<file path="src/rtl/mesc_pkg.sv">
// ----------------------------------------------------------------------------
// mesc_pkg: shared types for the expression syntax checker
// Error codes, character classes and the per-expression flag bundle.
// ----------------------------------------------------------------------------
package mesc_pkg;

  localparam int unsigned SymbolW = 8;
  localparam int unsigned ErrW    = 4;

  typedef enum logic [ErrW-1:0] {
    ERR_NONE        = 4'd0,
    ERR_NUM_EXPECT  = 4'd1,
    ERR_SYNTAX      = 4'd2,
    ERR_NUM_SYNTAX  = 4'd3,
    ERR_OP_BEF_NUM  = 4'd4,
    ERR_OP_BEF_CLS  = 4'd5,
    ERR_BAD_CLOSE   = 4'd6,
    ERR_EMPTY_PAREN = 4'd7,
    ERR_OP_BEF_OPEN = 4'd8,
    ERR_ADJ_OPS     = 4'd9,
    ERR_MISMATCH    = 4'd10,
    ERR_TRAIL_OP    = 4'd11,
    ERR_TOO_DEEP    = 4'd12
  } err_e;

  typedef enum logic [3:0] {
    CC_SEP,
    CC_DIGIT,
    CC_DOT,
    CC_EXP,
    CC_OPEN,
    CC_CLOSE,
    CC_PLUS,
    CC_MINUS,
    CC_MULDIV,
    CC_BAD
  } char_class_e;

  typedef struct packed {
    logic in_number;
    logic in_decimal;
    logic in_exponent;
    logic digit_required;
    logic operand_last;
    logic previous_was_open;
  } flags_t;

  function automatic char_class_e classify(input logic [SymbolW-1:0] c);
    char_class_e cls;
    cls = CC_BAD;
    if (c >= 8'h30 && c <= 8'h39) begin
      cls = CC_DIGIT;
    end else begin
      case (c)
        8'h20, 8'h0A: cls = CC_SEP;
        8'h2E:        cls = CC_DOT;
        8'h65:        cls = CC_EXP;
        8'h28:        cls = CC_OPEN;
        8'h29:        cls = CC_CLOSE;
        8'h2B:        cls = CC_PLUS;
        8'h2D:        cls = CC_MINUS;
        8'h2A, 8'h2F, 8'h25: cls = CC_MULDIV;
        default:      cls = CC_BAD;
      endcase
    end
    return cls;
  endfunction

endpackage

</file>
<file path="src/rtl/math_expression_syntax_check.sv">
// ----------------------------------------------------------------------------
// math_expression_syntax_check: streaming arithmetic expression checker
// Takes one character per word and gives one verdict word per expression.
//
//   Channel  Dir  Contents
//   s_axis   in   tdata = symbol[7:0], tlast = end of expression
//   m_axis   out  tdata = ok[0], error_code[4:1], zero-filled to 8 bits
//
// One word is taken every cycle unless an end word waits on a held verdict; a
// character goes through an input register and then a single step of flag
// logic. An end word passes through the input register and then the verdict
// register. Reset empties both registers and returns the checker to the start
// of an expression. Only an end word waits on a held verdict; characters keep
// flowing while the output is stalled.
// ----------------------------------------------------------------------------
module math_expression_syntax_check #(
  parameter int unsigned MAX_DEPTH = 255
) (
  input  logic       clk_i,
  input  logic       rst_ni,
  input  logic       s_axis_tvalid_i,
  output logic       s_axis_tready_o,
  input  logic [7:0] s_axis_tdata_i,   // [7:0] symbol
  input  logic       s_axis_tlast_i,   // kind: end of expression
  output logic       m_axis_tvalid_o,
  input  logic       m_axis_tready_i,
  output logic [7:0] m_axis_tdata_o    // [0] ok, [4:1] error_code, [7:5] zero
);
  import mesc_pkg::*;

  localparam int unsigned DEPTH_W = $clog2(MAX_DEPTH + 1);

  logic               stg_valid_q, stg_valid_d;
  logic               stg_last_q;
  logic [SymbolW-1:0] stg_symbol_q;
  logic               stg_fire;

  flags_t             flags_q, flags_d, step_flags;
  logic [DEPTH_W-1:0] depth_q, depth_d, step_depth;
  err_e               first_error_q, first_error_d, char_err, end_err;

  logic               res_valid_q, res_valid_d;
  err_e               res_err_q;
  logic               res_ok_q;

  assign stg_fire        = stg_valid_q & (~stg_last_q | ~res_valid_q | m_axis_tready_i);
  assign s_axis_tready_o = ~stg_valid_q | stg_fire;
  assign stg_valid_d     = (s_axis_tvalid_i & s_axis_tready_o) | (stg_valid_q & ~stg_fire);

  always_ff @(posedge clk_i or negedge rst_ni) begin
    if (!rst_ni) begin
      stg_valid_q <= 1'b0;
    end else begin
      stg_valid_q <= stg_valid_d;
    end
  end

  always_ff @(posedge clk_i) begin
    if (s_axis_tvalid_i && s_axis_tready_o) begin
      stg_last_q   <= s_axis_tlast_i;
      stg_symbol_q <= s_axis_tdata_i;
    end
  end

  mesc_step #(
    .MAX_DEPTH (MAX_DEPTH),
    .DEPTH_W   (DEPTH_W)
  ) u_step (
    .flags_i    (flags_q),
    .depth_i    (depth_q),
    .symbol_i   (stg_symbol_q),
    .flags_o    (step_flags),
    .depth_o    (step_depth),
    .char_err_o (char_err),
    .end_err_o  (end_err)
  );

  // Once an error is latched, the other state no longer matters until the end.
  always_comb begin
    flags_d       = flags_q;
    depth_d       = depth_q;
    first_error_d = first_error_q;
    if (stg_fire) begin
      if (stg_last_q) begin
        flags_d       = '0;
        depth_d       = '0;
        first_error_d = ERR_NONE;
      end else if (first_error_q == ERR_NONE) begin
        flags_d       = step_flags;
        first_error_d = char_err;
        // An open past the limit or a stray close leaves the depth in range.
        if (char_err == ERR_NONE) depth_d = step_depth;
      end
    end
  end

  always_ff @(posedge clk_i or negedge rst_ni) begin
    if (!rst_ni) begin
      flags_q       <= '0;
      depth_q       <= '0;
      first_error_q <= ERR_NONE;
    end else begin
      flags_q       <= flags_d;
      depth_q       <= depth_d;
      first_error_q <= first_error_d;
    end
  end

  assign res_valid_d = (stg_fire & stg_last_q) | (res_valid_q & ~m_axis_tready_i);

  always_ff @(posedge clk_i or negedge rst_ni) begin
    if (!rst_ni) begin
      res_valid_q <= 1'b0;
    end else begin
      res_valid_q <= res_valid_d;
    end
  end

  always_ff @(posedge clk_i) begin
    if (stg_fire && stg_last_q) begin
      if (first_error_q != ERR_NONE) begin
        res_err_q <= first_error_q;
        res_ok_q  <= 1'b0;
      end else begin
        res_err_q <= end_err;
        res_ok_q  <= (end_err == ERR_NONE);
      end
    end
  end

  assign m_axis_tvalid_o = res_valid_q;
  assign m_axis_tdata_o  = {3'b000, res_err_q, res_ok_q};

  a_depth_in_range : assert property (@(posedge clk_i) disable iff (!rst_ni)
    depth_q <= DEPTH_W'(MAX_DEPTH))
    else $error("nesting depth beyond its limit");

  a_end_clears : assert property (@(posedge clk_i) disable iff (!rst_ni)
    (stg_fire && stg_last_q) |=> (depth_q == '0 && first_error_q == ERR_NONE &&
                                  flags_q == '0))
    else $error("state not cleared after end of expression");

  a_error_sticky : assert property (@(posedge clk_i) disable iff (!rst_ni)
    (first_error_q != ERR_NONE && !(stg_fire && stg_last_q)) |=> $stable(first_error_q))
    else $error("latched error changed before end of expression");

  a_ok_matches_code : assert property (@(posedge clk_i) disable iff (!rst_ni)
    res_valid_q |-> (res_ok_q == (res_err_q == ERR_NONE)))
    else $error("verdict flag disagrees with error code");

endmodule

</file>
<file path="src/rtl/mesc_step.sv">
// ----------------------------------------------------------------------------
// mesc_step: next-state logic of the syntax checker
// Works out the flags, nesting depth and error for one character, and the
// error for the end of an expression.
// ----------------------------------------------------------------------------
module mesc_step #(
  parameter int unsigned MAX_DEPTH = 255,
  parameter int unsigned DEPTH_W   = 8
) (
  input  mesc_pkg::flags_t             flags_i,
  input  logic [DEPTH_W-1:0]           depth_i,
  input  logic [mesc_pkg::SymbolW-1:0] symbol_i,
  output mesc_pkg::flags_t             flags_o,
  output logic [DEPTH_W-1:0]           depth_o,
  output mesc_pkg::err_e               char_err_o,
  output mesc_pkg::err_e               end_err_o
);
  import mesc_pkg::*;

  char_class_e cls;
  flags_t      closed;
  logic        end_operand;

  assign cls = classify(symbol_i);

  // Flags once any number in progress has been closed off.
  always_comb begin
    closed = flags_i;
    if (flags_i.in_number) begin
      closed.in_number    = 1'b0;
      closed.in_decimal   = 1'b0;
      closed.in_exponent  = 1'b0;
      closed.operand_last = 1'b1;
    end
  end

  always_comb begin
    flags_o    = flags_i;
    depth_o    = depth_i;
    char_err_o = ERR_NONE;
    case (cls)
      CC_SEP: begin
        if (flags_i.digit_required) char_err_o = ERR_NUM_EXPECT;
        flags_o = closed;
      end
      CC_DIGIT: begin
        if (flags_i.operand_last) char_err_o = ERR_OP_BEF_NUM;
        flags_o.digit_required = 1'b0;
        flags_o.in_number      = 1'b1;
      end
      CC_DOT: begin
        if (!flags_i.in_number) char_err_o = ERR_SYNTAX;
        else if (flags_i.in_decimal) char_err_o = ERR_NUM_SYNTAX;
        else if (flags_i.operand_last) char_err_o = ERR_OP_BEF_NUM;
        flags_o.digit_required = 1'b0;
        flags_o.in_decimal     = 1'b1;
        flags_o.in_number      = 1'b1;
      end
      CC_EXP: begin
        if (flags_i.in_exponent) char_err_o = ERR_NUM_SYNTAX;
        else if (flags_i.operand_last) char_err_o = ERR_OP_BEF_NUM;
        flags_o.in_exponent    = 1'b1;
        flags_o.digit_required = 1'b1;
        flags_o.in_number      = 1'b1;
      end
      CC_CLOSE: begin
        if (flags_i.digit_required) char_err_o = ERR_NUM_EXPECT;
        else if (!closed.operand_last) char_err_o = ERR_OP_BEF_CLS;
        else if (depth_i == '0) char_err_o = ERR_BAD_CLOSE;
        else if (flags_i.previous_was_open) char_err_o = ERR_EMPTY_PAREN;
        flags_o = closed;
        depth_o = depth_i - DEPTH_W'(1);
      end
      CC_OPEN: begin
        if (flags_i.digit_required) char_err_o = ERR_NUM_EXPECT;
        else if (closed.operand_last) char_err_o = ERR_OP_BEF_OPEN;
        else if (depth_i >= DEPTH_W'(MAX_DEPTH)) char_err_o = ERR_TOO_DEEP;
        flags_o              = closed;
        flags_o.operand_last = 1'b0;
        depth_o              = depth_i + DEPTH_W'(1);
      end
      CC_PLUS, CC_MINUS, CC_MULDIV: begin
        if (cls == CC_MINUS && flags_i.in_number && flags_i.in_exponent) begin
          // A minus sign anywhere in a number's open exponent belongs to the number.
          flags_o.digit_required = 1'b1;
        end else begin
          if (flags_i.digit_required) char_err_o = ERR_NUM_EXPECT;
          else if (cls == CC_MULDIV && !closed.operand_last) char_err_o = ERR_ADJ_OPS;
          flags_o              = closed;
          flags_o.operand_last = 1'b0;
        end
      end
      default: begin
        char_err_o = ERR_SYNTAX;
      end
    endcase
    flags_o.previous_was_open = (cls == CC_OPEN);
  end

  // An unfinished exponent is still taken as a number at the end.
  always_comb begin
    end_err_o   = ERR_NONE;
    end_operand = flags_i.operand_last | flags_i.in_number;
    if (!flags_i.in_number && flags_i.digit_required) end_err_o = ERR_NUM_EXPECT;
    else if (depth_i != '0) end_err_o = ERR_MISMATCH;
    else if (!end_operand) end_err_o = ERR_TRAIL_OP;
  end

endmodule

</file>
<file path="config.mk">
export PLATFORM = sky130hd
export DESIGN_NAME = math_expression_syntax_check
export DESIGN_NICKNAME = d
export VERILOG_FILES = /design/src/rtl/mesc_pkg.sv /design/src/rtl/math_expression_syntax_check.sv /design/src/rtl/mesc_step.sv
export SDC_FILE = /design/constraint.sdc
export NUM_CORES = 1
export LEC_CHECK = 0
export BUFFER_PORTS_ARGS = -buffer_cell sky130_fd_sc_hd__clkbuf_2
export CORE_UTILIZATION = 33
export DETAILED_ROUTE_END_ITERATION = 16
export GPL_TIMING_DRIVEN = 0
export PLACE_DENSITY_LB_ADDON = 0.1
export REMOVE_ABC_BUFFERS = 1
export SYNTH_ARGS = -nofsm -noshare
export SYNTH_HDL_FRONTEND = slang
export SYNTH_SLANG_ARGS = --single-unit
export TNS_END_PERCENT = 50
</file>
<file path="constraint.sdc">
create_clock -name clk_i -period 2.7 [get_ports clk_i]
set_input_delay 0.27 -clock clk_i [delete_from_list [all_inputs] [get_ports clk_i]]
set_output_delay 0.27 -clock clk_i [all_outputs]
set_load 0.005 [all_outputs]
</file>
-- After elaboration in Yosys (flattened, before gate mapping)
Index checks and enable logic that the tools add are counted.
- register bits: 34
- bits of input ports: 13
- word-level logic and storage cells: 134
- $add $sub $neg: 2
- magnitude comparators: 3
- eq/ne operators: 21
- mux-type cells: 40
- bitwise logic cells: 16
- reduce and logical (&&, ||, !) cells: 38
- operators by type and width (kind ; count):
    8-bit by 6-bit equality test with 1-bit output, second input constant ; 9
    4-bit two-way mux ; 16
    4-bit case mux with 8 select lines ; 1
    4-bit case mux with 7 select lines ; 1
    8-bit two-way mux ; 3
    4-bit AND reduction ; 6
    4-bit nonzero test ; 6
    3-bit two-way mux ; 6
    4-bit by 3-bit equality test with 1-bit output, second input constant ; 4
    4-bit zero test ; 4
    8-bit case mux with 2 select lines ; 1
    6-bit two-way mux ; 2
    1-bit case mux with 3 select lines ; 4
    3-bit OR reduction ; 4
    8-bit by 1-bit adder with 8-bit output, second input constant ; 1
    4-bit by 2-bit equality test with 1-bit output, second input constant ; 2
    8-bit by 4-bit equality test with 1-bit output, second input constant ; 1
    8-bit by 7-bit equality test with 1-bit output, second input constant ; 1
    8-bit by 6-bit >= comparator with 1-bit output, second input constant ; 1
    8-bit >= comparator, second input constant ; 1
    8-bit by 6-bit <= comparator with 1-bit output, second input constant ; 1
    8-bit zero test ; 1
    8-bit nonzero test ; 1
    8-bit by 1-bit subtractor with 8-bit output, second input constant ; 1
    16 further kinds ; 42

-- Depth between registers and ports, before layout
- word-level depth: 14
- mapped depth: 13
- depth with buffers taken out: 11

-- Hierarchy
From an unflattened synthesis, not the netlist that was laid out.
- cells, all modules: 247
- area total of the unflattened synthesis: 2356.0 um^2
- modules (own cells, without submodules) (module ; times used ; cells each ; area each (um^2)):
    math_expression_syntax_check ; 1 ; 99 ; 1386.3
    mesc_step ; 1 ; 148 ; 969.7

-- Worst setup path before layout
No wires, ideal clock.
- path type: flip-flop to flip-flop
- start point: reg stg_symbol_q[7]
- end point: reg depth_q[7]
- setup time: 0.087 ns
- arrival: 2.798 ns
- path slack: -0.185 ns
- cell stages (with the launch flop): 12
- period minus slack after synthesis: 2.885 ns
- path through: edfxtp_1 > nor4b_1 > and4_1 > clkbuf_1 > inv_1 > ha_1 > a21oi_1 > o211ai_1 > o41ai_1 > xnor2_1 > or3b_1 > o211ai_1
- cells in the longest elaborated chain, start to end: 13
- elaborated cells between the ends (all ways): 43
- classes of those cells: 2 x order compare; 19 x eq/ne; 10 x mux; 12 x reduce/logical
- RTL lines (item ; line ; source):
    start: declaration ; math_expression_syntax_check.sv:35 ; logic [SymbolW-1:0] stg_symbol_q;
    start signal: assignment ; math_expression_syntax_check.sv:61 ; stg_symbol_q <= s_axis_tdata_i;
    8-bit by 6-bit equality test with 1-bit output / 8-bit by 4-bit equality test with 1-bit output (equally long branches) ; mesc_pkg.sv:54 ; case (c)
    3-bit OR reduction / 2-bit OR reduction (equally long branches) ; mesc_pkg.sv:54 ;
    4-bit case mux with 8 select lines ; mesc_pkg.sv:54 ;
    4-bit two-way mux * ; mesc_pkg.sv:51 ; if (c >= 8'h30 && c <= 8'h39) begin
    4-bit equality test ; mesc_step.sv:41, mesc_step.sv:88 ;
    1-bit logical AND ; mesc_step.sv:88 ; else if (cls == CC_MULDIV && !closed.operand_last) char_err_o = ERR_ADJ_OPS;
    4-bit two-way mux ; mesc_step.sv:88 ;
    4-bit two-way mux ; mesc_step.sv:87 ; if (flags_i.digit_required) char_err_o = ERR_NUM_EXPECT;
    4-bit two-way mux ; mesc_step.sv:83 ; if (cls == CC_MINUS && flags_i.in_number && flags_i.in_exponent) begin
    4-bit case mux with 7 select lines ; mesc_step.sv:41 ; case (cls)
    4-bit zero test ; math_expression_syntax_check.sv:92 ; if (char_err == ERR_NONE) depth_d = step_depth;
    2-bit nonzero test (no source line) ; n/a ;
    4-bit AND reduction (no source line) ; n/a ;
    end signal: assignment ; math_expression_syntax_check.sv:104 ; depth_q <= depth_d;
    end: declaration ; math_expression_syntax_check.sv:39 ; logic [DEPTH_W-1:0] depth_q, depth_d, step_depth;
Every way passes the cells marked *; elsewhere a longest branch is shown, timed or not. The select of a mux whose other input is x is not followed.
A chain may end at the register's enable or synchronous reset.

-- Final worst setup path
- start point: reg stg_symbol_q[2]
- end point: reg depth_q[7]
Same word-level chain as after synthesis.

==> results.yml <==
outcome:
  outcome: "finished, violations left"
  violations: "negative setup slack"
yosys:
  synth_area_sq_mm: 0.00220
  synth_edf_count: 14
  netlist_top_cells_area: "dfrtp_1 (23%), edfxtp_1 (19%), ha_1 (3.4%)"
  synth-seq-cells: 34
  yosysTopAreaCell: "dfrtp_1"
  yosysWarnings: 0
  avgSynthCellArea_sq_um: 9.33
  synth-main-ff-cell: "dfrtp_1"
  synthArstFlopShare_pct: 58.8
  synth_cell_types: 62
  synth.top_cell.area_share_pct: 22.7
  syn_inst: 236
  ys_seq_area_share_pct: 41.8
timing:
  max_slew.worst_pin.slew_ps: 629
  relSlewSlack_pct: 57.0
  hold_viol: 0
  finClkSkew_ps: 7.70
  worst_slack_ps: -216
  setup_viol: 7
  slew_violations: 0
  period_minus_slack_ps: 2920
  fmax_ghz: 0.343
  rsz0062_at_grt: "yes"
  whs_ps: 145
  finalCritPeriodShare_pct: 108
grt:
  grt_usage_pct: 16.4
  gr-total-overflow: 0
  grt_pass1_wl_mm: 8.98
  grt_pass1_vias: 1803
  antenna_found_initial: 0
  grt_max_degree: 21
clock_network:
  numClockSinks: 34
  clk_latency_ps: 300
  cts-htree-levels: 2
  cts-root-buf: "clkbuf_8"
  clk_path_buf_depth: 2
  cts_tree: "yes"
  cts_made_buffers: 5
  path_clk_slew_ps: 70
critical_path:
  slowest_delay_ps: 560
  r2r_setup_slack_ps: -220
  worstPathArrival_ps: 3130
  cp.required_ps: 2910
  cp_max_fo: 9
  criticalPathCategory: "register to register"
  crit_top_cell: "o211ai_1"
  cp-start-kind: "register"
  cp_slowest_cell: "edfxtp_1"
  path_cells: "nor2_4, and4_4, clkinvlp_4, buf_4, ha_4, nand3_1, o211ai_1, o41ai_2, xnor2_1, or3b_1, o211ai_1"
  cp-end-kind: "register"
placed_design:
  dp_cells: 320
  io_buffers: 19
  gp_congestion: 0.835
  post-dp-hpwl_mm: 3.79
layout:
  area.growth.synth_to_final_pct: 23.0
  final_nets: 284
  final_common_cell: "dfrtp_1"
  final_cell_mix: "dfrtp_1 (20), clkbuf_2 (19), nor2_1 (18)"
  layout-drive-gt1-share_pct: 26.8
  diodes: 0
  instances_no_fill: 342
routing:
  routed-via-count: 1875
  drtIter0Drc: 151
  drt-total-wl_mm: 5.43
  ant_nets: 0
  drt-pass1-iter-count: 5
  vias_per_cell: 5.48
  post_drt_wl_per_cell_um: 15.9
  drc: 0
floorplan:
  core-area_sq_mm: 0.00639
  dieArea_sq_mm: 0.00700
  ioPinCount: 23
  rows: 29
  start_util_pct: 34.5
  die_y_um: 83.7
  die_w_um: 83.7
run:
  maxCapViolCount: 0
hold_path:
  hp-class: "primary input to register"
power:
  leakage_nw: 1.12
  powerDensity_mw_per_mm2: 738
  peakVddDrop_v: 0.000296
## layer usage
layer | global-route usage, % | part of all wire [%]
met4 | 7.55 | 3.0
met5 | 0 | 0
met1 | 21.3 | 46
met3 | 3.46 | 4.1
met2 | 26.0 | 47
## worst paths after layout
| kind | startpoint | endpoint | depth (start not counted) |
|---|---|---|---|
| min in group asynchronous | rst_ni | depth_q[3] | 2 |
| hold reg to reg | first_error_q[2] | res_err_q[2] | 0 |
| max in group asynchronous | rst_ni | first_error_q[0] | 2 |
| setup reg to reg | stg_symbol_q[2] | depth_q[7] | 11 |
| setup / recovery | stg_symbol_q[2] | depth_q[7] | 11 |
| hold / removal | s_axis_tdata_i[6] | stg_symbol_q[6] | 1 |
## critical path: cells and delay by family, from the launching register on
family	cells	cell delay, ps
and+or+nand+nor	4	970
AOI/OAI and AO/OA	3	620
DFF	1	560
buffers and inverters	2	300
adders and majority gates	1	230
xor gates and xnor gates	1	150
## repair_timing
item                                   CTS  global route
hold buffers                             1             0
setup endpoints to repair                7            11
gates resized for setup                 13            10
pin swaps                                6             6
buffers inserted                         8             6
cloned                                   0             0
endpoints found under the hold margin   20             0
## layout make-up
class	count	area [sq um]
multi-input cells	173	1280
well taps	77	96.3
clock inverters	3	68.8
inverters	17	67.6
fillers	638	3680
clock buffers	5	68.8
repair buffers	33	203
flip-flops and latches	34	921
## registers in the layout (all words and copies together), names as in the netlist, 4 cells and up
register and cells:
flags_q 6, stg_symbol_q 8, res_err_q 4, first_error_q 4, depth_q 8
## cell usage after synthesis (all sizes together), types with 2 or more instances
master / number
a31o: 2
edfxtp: 14
nor3: 6
a21oi: 10
a32oi: 2
o22ai: 3
o211ai: 3
or4: 2
a211oi: 2
nand2b: 4
o21ai: 13
inv: 17
a21o: 3
and2: 4
buf: 6
or2: 3
xor2: 2
nand4: 4
nor4: 6
mux2: 5
ha: 6
nand3: 11
nor2b: 6
dfrtp: 20
xnor2: 3
or3: 2
mux2i: 2
a22oi: 2
nand2: 19
a31oi: 2
a2111oi: 2
clkbuf: 8
nor2: 20
nor4b: 2
or3b: 2
a22o: 2
## report_power, final
part	internal, mW	switching (mW)
registers	0.623	0.120
clock network	0.370	0.205
logic	0.335	0.345
total	1.33	0.670
## logic make-up after synthesis
| group | count (synthesis) | share of synthesized area (%) |
|---|---|---|
| multiplexers | 7 | 3.47 |
| adder cells (fa/ha/maj) | 7 | 4.32 |
| other | 1 | 0.170 |
| AO/OA/AOI/OAI | 54 | 16.7 |
| AND/OR/NAND/NOR | 97 | 25.4 |
| flip-flops | 34 | 41.8 |
| buffers and inverters | 31 | 6.14 |
| XOR/XNOR | 5 | 1.99 |
## through the flow
stage,TNS [ps],area (sq um),setup WS (ps),utilization (%),power [mW]
3_3_place_gp,-2540,2330,-669,36.5,1.31
4_1_cts,-612,2610,-147,40.9,1.96
6_report,-1210,2710,-216,42.4,2.00
3_5_place_dp,-2450,2330,-686,36.5,1.30
2_1_floorplan,-97.4,2140,-91.1,-,1.15
5_1_grt,-1910,2710,-389,42.4,2.14
No activity file was read; power rests on OpenSTA's default activity.
